$ cat config.mk
export PLATFORM = sky130hd
export DESIGN_NAME = unix_seconds_to_utc_calendar_core
export DESIGN_NICKNAME = d
export VERILOG_FILES = /design/src/design/utc_cal_pkg.sv /design/src/design/unix_seconds_to_utc_calendar_core.sv
export SDC_FILE = /design/constraint.sdc
export NUM_CORES = 2
export LEC_CHECK = 0
export BUFFER_PORTS_ARGS = -buffer_cell sky130_fd_sc_hd__buf_2
export CORE_ASPECT_RATIO = 0.6
export CORE_UTILIZATION = 51
export CTS_CLUSTER_DIAMETER = 120
export DETAILED_ROUTE_END_ITERATION = 12
export GPL_ROUTABILITY_DRIVEN = 0
export PLACE_DENSITY = 0.72
export REMOVE_ABC_BUFFERS = 1
export SLEW_MARGIN = 0
export SYNTH_ARGS = -nofsm -noshare
export SYNTH_HDL_FRONTEND = slang
export SYNTH_SLANG_ARGS = --single-unit
export TNS_END_PERCENT = 50
$ cat constraint.sdc
create_clock -name clk -period 21 [get_ports clk]
set_input_delay 3.15 -clock clk [delete_from_list [all_inputs] [get_ports clk]]
set_output_delay 3.15 -clock clk [all_outputs]
set_load 0.03 [all_outputs]
$ cat src/design/utc_cal_pkg.sv
`timescale 1ns / 1ps

package utc_cal_pkg;

  // Pipeline depth, input register through output register
  localparam int unsigned NUM_STAGES = 10;

  // Largest accepted time stamp: 9999-12-31 23:59:59
  localparam logic [63:0] LAST_SECOND = 64'd253402300799;

  // 86400 = 675 * 2^7; the low 7 bits pass straight to the remainder
  localparam int unsigned DAY_SHIFT     = 7;
  localparam logic [9:0]  DAY_ODD       = 10'd675;
  localparam logic [21:0] DAY_ODD_RECIP = 22'd3181457;   // floor(2^31 / 675)

  // Day count offset and Gregorian cycle lengths
  localparam logic [21:0] DAYS_1601_TO_1970 = 22'd134774;
  localparam logic [17:0] DAYS_400Y         = 18'd146097;
  localparam logic [14:0] RECIP_400Y        = 15'd29398;  // floor(2^32 / 146097)
  localparam logic [17:0] DAYS_100Y         = 18'd36524;
  localparam logic [10:0] DAYS_4Y           = 11'd1461;
  localparam logic [9:0]  RECIP_4Y          = 10'd717;    // floor(2^20 / 1461)
  localparam logic [10:0] DAYS_1Y           = 11'd365;

  // Weekday: day 0 was a Thursday
  localparam logic [21:0] WEEKDAY_OFFSET = 22'd4;
  localparam logic [2:0]  DAYS_WEEK      = 3'd7;
  localparam logic [22:0] RECIP_7        = 23'd4793490;  // floor(2^25 / 7)

  // Time of day
  localparam logic [11:0] SECS_HOUR   = 12'd3600;
  localparam logic [10:0] RECIP_HOUR  = 11'd1165;        // floor(2^22 / 3600)
  localparam logic [5:0]  SECS_MIN    = 6'd60;
  localparam logic [12:0] RECIP_MIN   = 13'd4369;        // floor(2^18 / 60)

  // Year offset: 1601 - 1900
  localparam logic [13:0] YEAR_BIAS = 14'd299;

  localparam int unsigned NUM_MONTHS = 12;

  // First day of each month in a common year, zero-based
  localparam logic [8:0] MONTH_START [NUM_MONTHS] = '{
    9'd0,   9'd31,  9'd59,  9'd90,  9'd120, 9'd151,
    9'd181, 9'd212, 9'd243, 9'd273, 9'd304, 9'd334
  };

  // First day of a month, shifted by one after February in a leap year
  function automatic logic [8:0] month_first_day(input logic [3:0] mon, input logic leap);
    logic [8:0] base;
    logic       shift;
    base  = (mon < 4'(NUM_MONTHS)) ? MONTH_START[mon] : 9'd0;
    shift = leap && (mon >= 4'd2);
    return base + 9'(shift);
  endfunction

endpackage

$ cat src/design/unix_seconds_to_utc_calendar_core.sv
`timescale 1ns / 1ps
// Each input transaction passes through every register stage to the output register.
// Throughput: one transaction per cycle; ten register stages holding constant-reciprocal
// multiplies, multiply-back and correction steps, and compare steps.
// A stall on the output holds the whole pipeline in place.
// Reset (rst, synchronous, active high) clears the stage valid bits only.
module unix_seconds_to_utc_calendar_core (
  input  logic               clk,
  input  logic               rst,
  input  logic               in_valid,
  output logic               in_stall,
  input  logic signed [63:0] unix_seconds,
  output logic               out_valid,
  input  logic               out_stall,
  output logic               status,
  output logic [5:0]         second,
  output logic [5:0]         minute,
  output logic [4:0]         hour,
  output logic [4:0]         day_of_month,
  output logic [3:0]         month,
  output logic [12:0]        year_since_1900,
  output logic [8:0]         day_of_year,
  output logic [2:0]         weekday
);

  logic [utc_cal_pkg::NUM_STAGES-1:0] vld;
  logic                               adv;

  // Stage registers
  logic        s1_err;
  logic [30:0] s1_x;
  logic [6:0]  s1_lo;
  logic [21:0] s1_qde;

  logic        s2_err;
  logic [21:0] s2_days;
  logic [16:0] s2_rem;

  logic        s3_err;
  logic [21:0] s3_d;
  logic [4:0]  s3_q400e;
  logic [21:0] s3_w;
  logic [18:0] s3_we;
  logic [16:0] s3_rem;
  logic [4:0]  s3_he;

  logic        s4_err;
  logic [4:0]  s4_q400;
  logic [17:0] s4_r400;
  logic [2:0]  s4_wday;
  logic [4:0]  s4_hour;
  logic [11:0] s4_rs;

  logic        s5_err;
  logic [4:0]  s5_q400;
  logic [1:0]  s5_q100;
  logic [15:0] s5_r100;
  logic [2:0]  s5_wday;
  logic [4:0]  s5_hour;
  logic [11:0] s5_rs;
  logic [5:0]  s5_me;

  logic        s6_err;
  logic [4:0]  s6_q400;
  logic [1:0]  s6_q100;
  logic [15:0] s6_r100;
  logic [4:0]  s6_q4e;
  logic [2:0]  s6_wday;
  logic [4:0]  s6_hour;
  logic [5:0]  s6_min;
  logic [5:0]  s6_sec;

  logic        s7_err;
  logic [4:0]  s7_q400;
  logic [1:0]  s7_q100;
  logic [4:0]  s7_q4;
  logic [10:0] s7_r4;
  logic [2:0]  s7_wday;
  logic [4:0]  s7_hour;
  logic [5:0]  s7_min;
  logic [5:0]  s7_sec;

  logic        s8_err;
  logic [4:0]  s8_q400;
  logic [1:0]  s8_q100;
  logic [4:0]  s8_q4;
  logic [1:0]  s8_q1;
  logic [8:0]  s8_yday;
  logic        s8_leap;
  logic [2:0]  s8_wday;
  logic [4:0]  s8_hour;
  logic [5:0]  s8_min;
  logic [5:0]  s8_sec;

  logic        s9_err;
  logic [12:0] s9_year;
  logic [8:0]  s9_yday;
  logic [3:0]  s9_mon;
  logic        s9_leap;
  logic [2:0]  s9_wday;
  logic [4:0]  s9_hour;
  logic [5:0]  s9_min;
  logic [5:0]  s9_sec;

  // Combinational values per stage
  logic        c1_err;
  logic [30:0] c1_x;
  logic [52:0] c1_prod;

  logic [31:0] c2_prod;
  logic [31:0] c2_diff;
  logic [10:0] c2_r;
  logic        c2_fix;
  logic [10:0] c2_rfix;
  logic [21:0] c2_days;

  logic [21:0] c3_d;
  logic [36:0] c3_p400;
  logic [21:0] c3_w;
  logic [44:0] c3_pw;
  logic [27:0] c3_ph;

  logic [22:0] c4_p400;
  logic [22:0] c4_d400;
  logic [18:0] c4_r400;
  logic        c4_fix400;
  logic [18:0] c4_r400fix;
  logic [21:0] c4_pw;
  logic [21:0] c4_dw;
  logic [3:0]  c4_wr;
  logic [3:0]  c4_wfix;
  logic [16:0] c4_ph;
  logic [16:0] c4_dh;
  logic [12:0] c4_hr;
  logic        c4_hfix;
  logic [12:0] c4_hrfix;

  logic [1:0]  c5_q100;
  logic [17:0] c5_sub;
  logic [17:0] c5_r100;
  logic [24:0] c5_pm;

  logic [25:0] c6_pq4;
  logic [11:0] c6_pm;
  logic [11:0] c6_dm;
  logic [6:0]  c6_mr;
  logic        c6_mfix;
  logic [6:0]  c6_mrfix;

  logic [15:0] c7_p;
  logic [15:0] c7_d;
  logic [11:0] c7_r;
  logic        c7_fix;
  logic [11:0] c7_rfix;

  logic [1:0]  c8_q1;
  logic [10:0] c8_sub;
  logic [10:0] c8_yday;
  logic        c8_leap;

  logic [13:0] c9_year;
  logic [3:0]  c9_mon;

  logic [8:0]  c10_dom;

  // Global advance: the whole pipeline holds while the result waits
  assign adv       = !(vld[utc_cal_pkg::NUM_STAGES-1] && out_stall);
  assign in_stall  = !adv;
  assign out_valid = vld[utc_cal_pkg::NUM_STAGES-1];

  always_ff @(posedge clk) begin
    if (rst) begin
      vld <= '0;
    end else if (adv) begin
      vld <= {vld[utc_cal_pkg::NUM_STAGES-2:0], in_valid};
    end
  end

  // Stage 1: range check, estimate of seconds / 86400
  always_comb begin
    c1_err  = $unsigned(unix_seconds) > utc_cal_pkg::LAST_SECOND;
    c1_x    = unix_seconds[37:utc_cal_pkg::DAY_SHIFT];
    c1_prod = 53'(c1_x) * 53'(utc_cal_pkg::DAY_ODD_RECIP);
  end

  // Stage 2: correct day count, form second of day
  always_comb begin
    c2_prod = 32'(s1_qde) * 32'(utc_cal_pkg::DAY_ODD);
    c2_diff = 32'(s1_x) - c2_prod;
    c2_r    = c2_diff[10:0];
    c2_fix  = c2_r >= 11'(utc_cal_pkg::DAY_ODD);
    c2_rfix = c2_fix ? c2_r - 11'(utc_cal_pkg::DAY_ODD) : c2_r;
    c2_days = s1_qde + 22'(c2_fix);
  end

  // Stage 3: estimates for 400-year cycle, weekday and hour
  always_comb begin
    c3_d    = s2_days + utc_cal_pkg::DAYS_1601_TO_1970;
    c3_p400 = 37'(c3_d) * 37'(utc_cal_pkg::RECIP_400Y);
    c3_w    = s2_days + utc_cal_pkg::WEEKDAY_OFFSET;
    c3_pw   = 45'(c3_w) * 45'(utc_cal_pkg::RECIP_7);
    c3_ph   = 28'(s2_rem) * 28'(utc_cal_pkg::RECIP_HOUR);
  end

  // Stage 4: correct 400-year cycle, weekday and hour
  always_comb begin
    c4_p400    = 23'(s3_q400e) * 23'(utc_cal_pkg::DAYS_400Y);
    c4_d400    = 23'(s3_d) - c4_p400;
    c4_r400    = c4_d400[18:0];
    c4_fix400  = c4_r400 >= 19'(utc_cal_pkg::DAYS_400Y);
    c4_r400fix = c4_fix400 ? c4_r400 - 19'(utc_cal_pkg::DAYS_400Y) : c4_r400;

    c4_pw      = 22'(s3_we) * 22'(utc_cal_pkg::DAYS_WEEK);
    c4_dw      = s3_w - c4_pw;
    c4_wr      = c4_dw[3:0];
    c4_wfix    = (c4_wr >= 4'(utc_cal_pkg::DAYS_WEEK)) ?
                 c4_wr - 4'(utc_cal_pkg::DAYS_WEEK) : c4_wr;

    c4_ph      = 17'(s3_he) * 17'(utc_cal_pkg::SECS_HOUR);
    c4_dh      = s3_rem - c4_ph;
    c4_hr      = c4_dh[12:0];
    c4_hfix    = c4_hr >= 13'(utc_cal_pkg::SECS_HOUR);
    c4_hrfix   = c4_hfix ? c4_hr - 13'(utc_cal_pkg::SECS_HOUR) : c4_hr;
  end

  // Stage 5: 100-year cycle by compare (last century of a cycle keeps the leap day)
  always_comb begin
    if (s4_r400 >= 18'(3 * utc_cal_pkg::DAYS_100Y)) begin
      c5_q100 = 2'd3;
    end else if (s4_r400 >= 18'(2 * utc_cal_pkg::DAYS_100Y)) begin
      c5_q100 = 2'd2;
    end else if (s4_r400 >= utc_cal_pkg::DAYS_100Y) begin
      c5_q100 = 2'd1;
    end else begin
      c5_q100 = 2'd0;
    end
    c5_sub  = 18'(c5_q100) * utc_cal_pkg::DAYS_100Y;
    c5_r100 = s4_r400 - c5_sub;
    c5_pm   = 25'(s4_rs) * 25'(utc_cal_pkg::RECIP_MIN);
  end

  // Stage 6: estimate 4-year cycle, correct minute
  always_comb begin
    c6_pq4   = 26'(s5_r100) * 26'(utc_cal_pkg::RECIP_4Y);
    c6_pm    = 12'(s5_me) * 12'(utc_cal_pkg::SECS_MIN);
    c6_dm    = s5_rs - c6_pm;
    c6_mr    = c6_dm[6:0];
    c6_mfix  = c6_mr >= 7'(utc_cal_pkg::SECS_MIN);
    c6_mrfix = c6_mfix ? c6_mr - 7'(utc_cal_pkg::SECS_MIN) : c6_mr;
  end

  // Stage 7: correct 4-year cycle
  always_comb begin
    c7_p    = 16'(s6_q4e) * 16'(utc_cal_pkg::DAYS_4Y);
    c7_d    = s6_r100 - c7_p;
    c7_r    = c7_d[11:0];
    c7_fix  = c7_r >= 12'(utc_cal_pkg::DAYS_4Y);
    c7_rfix = c7_fix ? c7_r - 12'(utc_cal_pkg::DAYS_4Y) : c7_r;
  end

  // Stage 8: year within the 4-year cycle; leap when it is the fourth year,
  // unless it closes a century that does not close a 400-year cycle
  always_comb begin
    if (s7_r4 >= 11'(3 * utc_cal_pkg::DAYS_1Y)) begin
      c8_q1 = 2'd3;
    end else if (s7_r4 >= 11'(2 * utc_cal_pkg::DAYS_1Y)) begin
      c8_q1 = 2'd2;
    end else if (s7_r4 >= utc_cal_pkg::DAYS_1Y) begin
      c8_q1 = 2'd1;
    end else begin
      c8_q1 = 2'd0;
    end
    c8_sub  = 11'(c8_q1) * utc_cal_pkg::DAYS_1Y;
    c8_yday = s7_r4 - c8_sub;
    c8_leap = (c8_q1 == 2'd3) && ((s7_q4 != 5'd24) || (s7_q100 == 2'd3));
  end

  // Stage 9: assemble year, find month by compare against month starts
  always_comb begin
    c9_year = 14'(s8_q400) * 14'd400 + 14'(s8_q100) * 14'd100
            + {7'd0, s8_q4, 2'b00} + 14'(s8_q1) - utc_cal_pkg::YEAR_BIAS;
    c9_mon  = 4'd0;
    for (int k = 1; k < utc_cal_pkg::NUM_MONTHS; k++) begin
      if (s8_yday >= utc_cal_pkg::month_first_day(4'(k), s8_leap)) begin
        c9_mon = 4'(k);
      end
    end
  end

  // Stage 10: day of month
  always_comb begin
    c10_dom = s9_yday - utc_cal_pkg::month_first_day(s9_mon, s9_leap) + 9'd1;
  end

  // Payload registers
  always_ff @(posedge clk) begin
    if (adv) begin
      s1_err  <= c1_err;
      s1_x    <= c1_x;
      s1_lo   <= unix_seconds[utc_cal_pkg::DAY_SHIFT-1:0];
      s1_qde  <= c1_prod[52:31];

      s2_err  <= s1_err;
      s2_days <= c2_days;
      s2_rem  <= {c2_rfix[9:0], s1_lo};

      s3_err   <= s2_err;
      s3_d     <= c3_d;
      s3_q400e <= c3_p400[36:32];
      s3_w     <= c3_w;
      s3_we    <= c3_pw[43:25];
      s3_rem   <= s2_rem;
      s3_he    <= c3_ph[26:22];

      s4_err  <= s3_err;
      s4_q400 <= s3_q400e + 5'(c4_fix400);
      s4_r400 <= c4_r400fix[17:0];
      s4_wday <= c4_wfix[2:0];
      s4_hour <= s3_he + 5'(c4_hfix);
      s4_rs   <= c4_hrfix[11:0];

      s5_err  <= s4_err;
      s5_q400 <= s4_q400;
      s5_q100 <= c5_q100;
      s5_r100 <= c5_r100[15:0];
      s5_wday <= s4_wday;
      s5_hour <= s4_hour;
      s5_rs   <= s4_rs;
      s5_me   <= c5_pm[23:18];

      s6_err  <= s5_err;
      s6_q400 <= s5_q400;
      s6_q100 <= s5_q100;
      s6_r100 <= s5_r100;
      s6_q4e  <= c6_pq4[24:20];
      s6_wday <= s5_wday;
      s6_hour <= s5_hour;
      s6_min  <= s5_me + 6'(c6_mfix);
      s6_sec  <= c6_mrfix[5:0];

      s7_err  <= s6_err;
      s7_q400 <= s6_q400;
      s7_q100 <= s6_q100;
      s7_q4   <= s6_q4e + 5'(c7_fix);
      s7_r4   <= c7_rfix[10:0];
      s7_wday <= s6_wday;
      s7_hour <= s6_hour;
      s7_min  <= s6_min;
      s7_sec  <= s6_sec;

      s8_err  <= s7_err;
      s8_q400 <= s7_q400;
      s8_q100 <= s7_q100;
      s8_q4   <= s7_q4;
      s8_q1   <= c8_q1;
      s8_yday <= c8_yday[8:0];
      s8_leap <= c8_leap;
      s8_wday <= s7_wday;
      s8_hour <= s7_hour;
      s8_min  <= s7_min;
      s8_sec  <= s7_sec;

      s9_err  <= s8_err;
      s9_year <= c9_year[12:0];
      s9_yday <= s8_yday;
      s9_mon  <= c9_mon;
      s9_leap <= s8_leap;
      s9_wday <= s8_wday;
      s9_hour <= s8_hour;
      s9_min  <= s8_min;
      s9_sec  <= s8_sec;

      // Output register; out-of-range inputs report status with zeroed fields
      if (s9_err) begin
        status          <= 1'b1;
        second          <= '0;
        minute          <= '0;
        hour            <= '0;
        day_of_month    <= '0;
        month           <= '0;
        year_since_1900 <= '0;
        day_of_year     <= '0;
        weekday         <= '0;
      end else begin
        status          <= 1'b0;
        second          <= s9_sec;
        minute          <= s9_min;
        hour            <= s9_hour;
        day_of_month    <= c10_dom[4:0];
        month           <= s9_mon;
        year_since_1900 <= s9_year;
        day_of_year     <= s9_yday;
        weekday         <= s9_wday;
      end
    end
  end

endmodule

After elaboration in Yosys (flattened, before gate mapping)
Memory sizes are Yosys's and may differ from the RTL's.
Cells that the tools add are included.
{"block": "totals", "reg_bits": 480, "rom_bits": 144, "in_bits": 68, "output_inout_bits": 54, "elab_cells": 196, "memories": 1}
{"name": "(name not given)", "depth": 16, "width": 9, "rd": 1, "rd_clocked_by_memory_dff": 0, "wr": 0, "line": "utc_cal_pkg.sv:51", "text": "base = (mon < 4'(NUM_MONTHS)) ? MONTH_START[mon] : 9'd0;"}
{"block": "op_classes", "addsub": 38, "mul": 16, "n_lt_le_gt_ge": 27, "eq_ne": 3, "n_mux": 26, "bitwise_logic": 1, "reduce_logical": 6}
{"operator": "greater-than comparator 64 x 38 -> 1 bit (second input constant)", "count": 1}
{"operator": ">= comparator 9 bit", "count": 7}
{"operator": "multiplier 31 x 22 -> 53 bit (second input constant)", "count": 1}
{"operator": "multiplier 22 x 22 -> 43 bit (second input constant)", "count": 1}
{"operator": "adder 8 x 1 -> 9 bit (first input constant)", "count": 4}
{"operator": ">= comparator 18 x 17 -> 1 bit (second input constant)", "count": 2}
{"operator": "multiplier 22 x 14 -> 36 bit (second input constant)", "count": 1}
{"operator": "adder 9 x 1 -> 9 bit (first input constant)", "count": 3}
{"operator": "multiplier 17 x 11 -> 27 bit (second input constant)", "count": 1}
{"operator": "multiplier 16 x 10 -> 25 bit (second input constant)", "count": 1}
{"operator": "multiplier 12 x 13 -> 24 bit (second input constant)", "count": 1}
{"operator": "adder 22 x 1 -> 22 bit", "count": 1}
{"operator": "adder 22 x 18 -> 22 bit (second input constant)", "count": 1}
{"operator": "adder 22 x 3 -> 22 bit (second input constant)", "count": 1}
{"operator": ">= comparator 11 x 10 -> 1 bit (second input constant)", "count": 2}
{"operator": "multiplier 22 x 10 -> 11 bit (second input constant)", "count": 1}
{"operator": "adder 5 x 1 -> 5 bit", "count": 4}
{"operator": ">= comparator 19 x 18 -> 1 bit (second input constant)", "count": 1}
{"operator": "multiplier 19 x 3 -> 4 bit (second input constant)", "count": 1}
{"operator": "multiplier 5 x 18 -> 19 bit (second input constant)", "count": 1}
{"operator": "subtractor 19 bit", "count": 1}
{"operator": ">= comparator 18 x 16 -> 1 bit (second input constant)", "count": 1}
{"operator": ">= comparator 9 x 8 -> 1 bit", "count": 2}
{"operator": "2-to-1 mux 18 bit", "count": 1}
{"operator": "56 further kinds", "count": 76}

Depth between registers and ports, before layout
{"block": "logic_depth", "word_depth": 11, "mapped_depth": 29, "depth_no_buf": 29}

Least setup slack after synthesis
Ideal clock, no wire load.
{"block": "synth_timing", "path_kind": "in2reg", "from": "input port out_stall", "to": "register day_of_month[0] (enable)", "setup_time_ps": 998, "arrival_ps": 15654, "required_ps": 20002, "slack_ps": 4348, "cell_stages": 2, "path_buffers": 1, "cell_sequence": "nand2_1 > clkbuf_1"}
{"block": "synth_between", "elab_chain_len": 1}
{"element": "from (decl)", "line": "unix_seconds_to_utc_calendar_core.sv:14", "text": "input logic out_stall,"}
{"element": "logical AND 1 bit", "line": "unix_seconds_to_utc_calendar_core.sv:167", "text": "assign adv = !(vld[utc_cal_pkg::NUM_STAGES-1] && out_stall);"}
{"element": "to (signal assigned)", "line": "unix_seconds_to_utc_calendar_core.sv:389", "text": "day_of_month <= c10_dom[4:0];"}
{"element": "to (decl)", "line": "unix_seconds_to_utc_calendar_core.sv:19", "text": "output logic [4:0] day_of_month,"}
No other way between the ends.
A chain may end at the register's enable or synchronous reset.

Final worst setup path
{"block": "layout_timing", "from": "input port unix_seconds[15]", "to": "register s1_qde[20] (data pin)"}
{"block": "layout_between", "elab_chain_len": 1}
{"element": "from (decl)", "line": "unix_seconds_to_utc_calendar_core.sv:12", "text": "input logic signed [63:0] unix_seconds,"}
{"element": "multiplier 31 x 22 -> 53 bit", "line": "unix_seconds_to_utc_calendar_core.sv:183", "text": "c1_prod = 53'(c1_x) * 53'(utc_cal_pkg::DAY_ODD_RECIP);"}
{"element": "named net c1_prod[51]", "line": "unix_seconds_to_utc_calendar_core.sv:108", "text": "logic [52:0] c1_prod;"}
{"element": "to (signal assigned)", "line": "unix_seconds_to_utc_calendar_core.sv:301", "text": "s1_qde <= c1_prod[52:31];"}
{"element": "to (decl)", "line": "unix_seconds_to_utc_calendar_core.sv:33", "text": "logic [21:0] s1_qde;"}
The timed path passes the listed nets, and every way through them passes these cells.

==> results.ini <==
[critical_path]
crit_arrival_ns = 9.56
critPathRequiredTime_ns = 21.34
worst-r2r-setup-slack_ns = 12.22
critPathLaunchType = input port
cp-end-kind = register
path_class = input port to register
crit_path_max_fanout = 10

[sta]
fin_crit_ns = 9.22
finalSetupViolCount = 0
tns_ns = 0
timing.hold.ws_ns = 0.372
fin_crit_sh_pct = 43.9
drv_slew = 0
fmax_mhz = 109
relSlewSlack_pct = 23.4
finalHoldViolations = 0
tightest_slew_ns = 1.15
fin_skew_ns = 0.0547
rsz0062_at_grt = no

[final_layout]
final_common_cell = inv_1
fin_cells = 5992
final_cell_mix = inv_1 (1,050), ha_1 (1,049), fa_1 (517)
drive_gt1_share_pct = 5.42
area_growth_pct = 7.81
final_core_util_pct = 56.0
nets = 6280
register_area_mm2 = 0.0138
multi_input_area_mm2 = 0.0325
nFillCells = 8174

[detailed_routing]
drc = 0
post_drt_wl_per_cell_um = 16.5
first_pass_iters = 5
drt_iter0_drc = 2079
num_vias = 31200
antenna_left = 0
routed_via_density = 5.21
wl_um = 99100

[placed_design]
place_inst = 5900
dp_hpwl_um = 81900
portBuffers = 121

[global_route]
grt_remaining_overflow = 0
antenna_found_initial = 0
grt_pass1_wl_um = 166000
grt_max_degree = 185
grtUsageTotal_pct = 20.5
grt_pass1_vias = 31700

[clocking]
cts_setup_buffers = 0
cts.repair.resized = 0
cts_max_path_buffers = 3
tritoncts = yes
clock-root-buffer = clkbuf_16
clock_sinks = 464
h-tree-depth = 2
path_clk_slew_ns = 0.07
hold_buffers = 0
cts_buffers = 49
clk_latency_ns = 0.64

[synthesis]
postSynthCellCount = 4486
async_flop_share_pct = 0
synth.distinct_cells = 80
synth_edf_count = 454
avgSynthCellArea_um2 = 11.2
ys_seq_area_share_pct = 27.5
synth-seq-cells = 464
synth_ff_type = edfxtp_1
syn_area_mm2 = 0.0503
ys_warn_count = 0

[die]
start_util_pct = 52.0
dieHeight_um = 245
rows = 88
die_x_um = 408
dieArea_mm2 = 0.100
io_pins = 122
coreArea_mm2 = 0.0969

[run_status]
status = completed

[job]
cap_violations = 0

[min_path]
hold_path_class = register to register

-- state kept, by name (all words and copies together) (netlist names), 13 cells and up --
name             count
s5_r100             16
s9_year             13
s4_r400             18
s3_rem              13
s2_days             22
s3_d                19
s1_qde              22
s2_rem              17
year_since_1900     13
-- layer usage --
layer | vias up | wire length, µm | GRT usage (%)
li1 | 15300 | - | -
met1 | 15100 | 53000 | 33.6
met2 | 726 | 38400 | 28.4
met3 | 96 | 6300 | 3.21
met4 | 0 | 1350 | 3.30
met5 | - | 0 | 0
-- synth_stat cells (27+ instances only) --
cell type,number,area share (%)
a21o_1,63,0.94
nor2b_1,68,0.85
nor3_1,44,0.44
xnor2_1,230,4.0
o21ai_0,101,1.0
nand3_1,56,0.56
inv_1,1050,7.8
edfxtp_1,454,27
nand4_1,27,0.34
nor2_1,121,0.90
nand2_1,127,0.95
ha_1,1049,26
o21a_1,27,0.40
xor2_1,72,1.3
fa_1,517,21
a21oi_1,121,1.2
-- cell families (layout without fill, tap and decap cells) --
kind of cell	count (synthesis)	after routing	share of synthesized area, %
AOI/OAI and AO/OA	498	498	6.61
xor gates and xnor gates	303	303	5.30
adders and majority gates	1566	1566	46.6
buffers and inverters	1077	1277	8.07
DFF	464	464	27.5
muxes	8	8	0.176
other	0	1	0
and+or+nand+nor	570	570	5.73
-- per-stage QoR --
step	setup WS, ns	area (µm²)
floorplan	1.69	50200
global placement	11.34	52600
detailed placement	11.23	52600
CTS	11.86	54300
global route	11.45	54300
finish	11.78	54300
-- critical path, cell delays in order --
cell      delay, ns
buf_2          0.29
inv_1          0.18
ha_1           0.31
inv_1          0.04
ha_1           0.26
inv_1          0.05
fa_1           0.50
inv_1          0.05
fa_1           0.50
fa_1           0.52
fa_1           0.52
ha_1           0.33
ha_1           0.35
a21oi_1        0.18
o22ai_1        0.10
nor3_1         0.32
o211ai_1       0.15
o21ai_0        0.42
o21ai_0        0.30
o41ai_1        0.70
o21bai_1       0.16
xor2_1         0.17
-- area by class of cell --
| type | count | area share, % |
|---|---|---|
| diodes | 1 | 0.00461 |
| repair buffers | 136 | 1.37 |
| well taps | 1305 | 3.01 |
| flip-flops and latches | 464 | 25.5 |
| clock inverters | 39 | 0.788 |
| clock buffers | 52 | 2.28 |
| inverters | 1050 | 7.26 |
| multi-input cells | 2945 | 59.8 |
-- worst paths after layout --
path / endpoint / cells after the start / start
worst min register to register: s9_err / 0 / s8_err
worst max register to register: s3_q400e[4] / 27 / s2_days[2]
worst min-delay path: s9_err / 0 / s8_err
worst max-delay path: s1_qde[20] / 22 / unix_seconds[15]
Power is left out: the tool's default activity adds up to more than one toggle a clock period on the data nets, which glitch-free logic cannot reach.
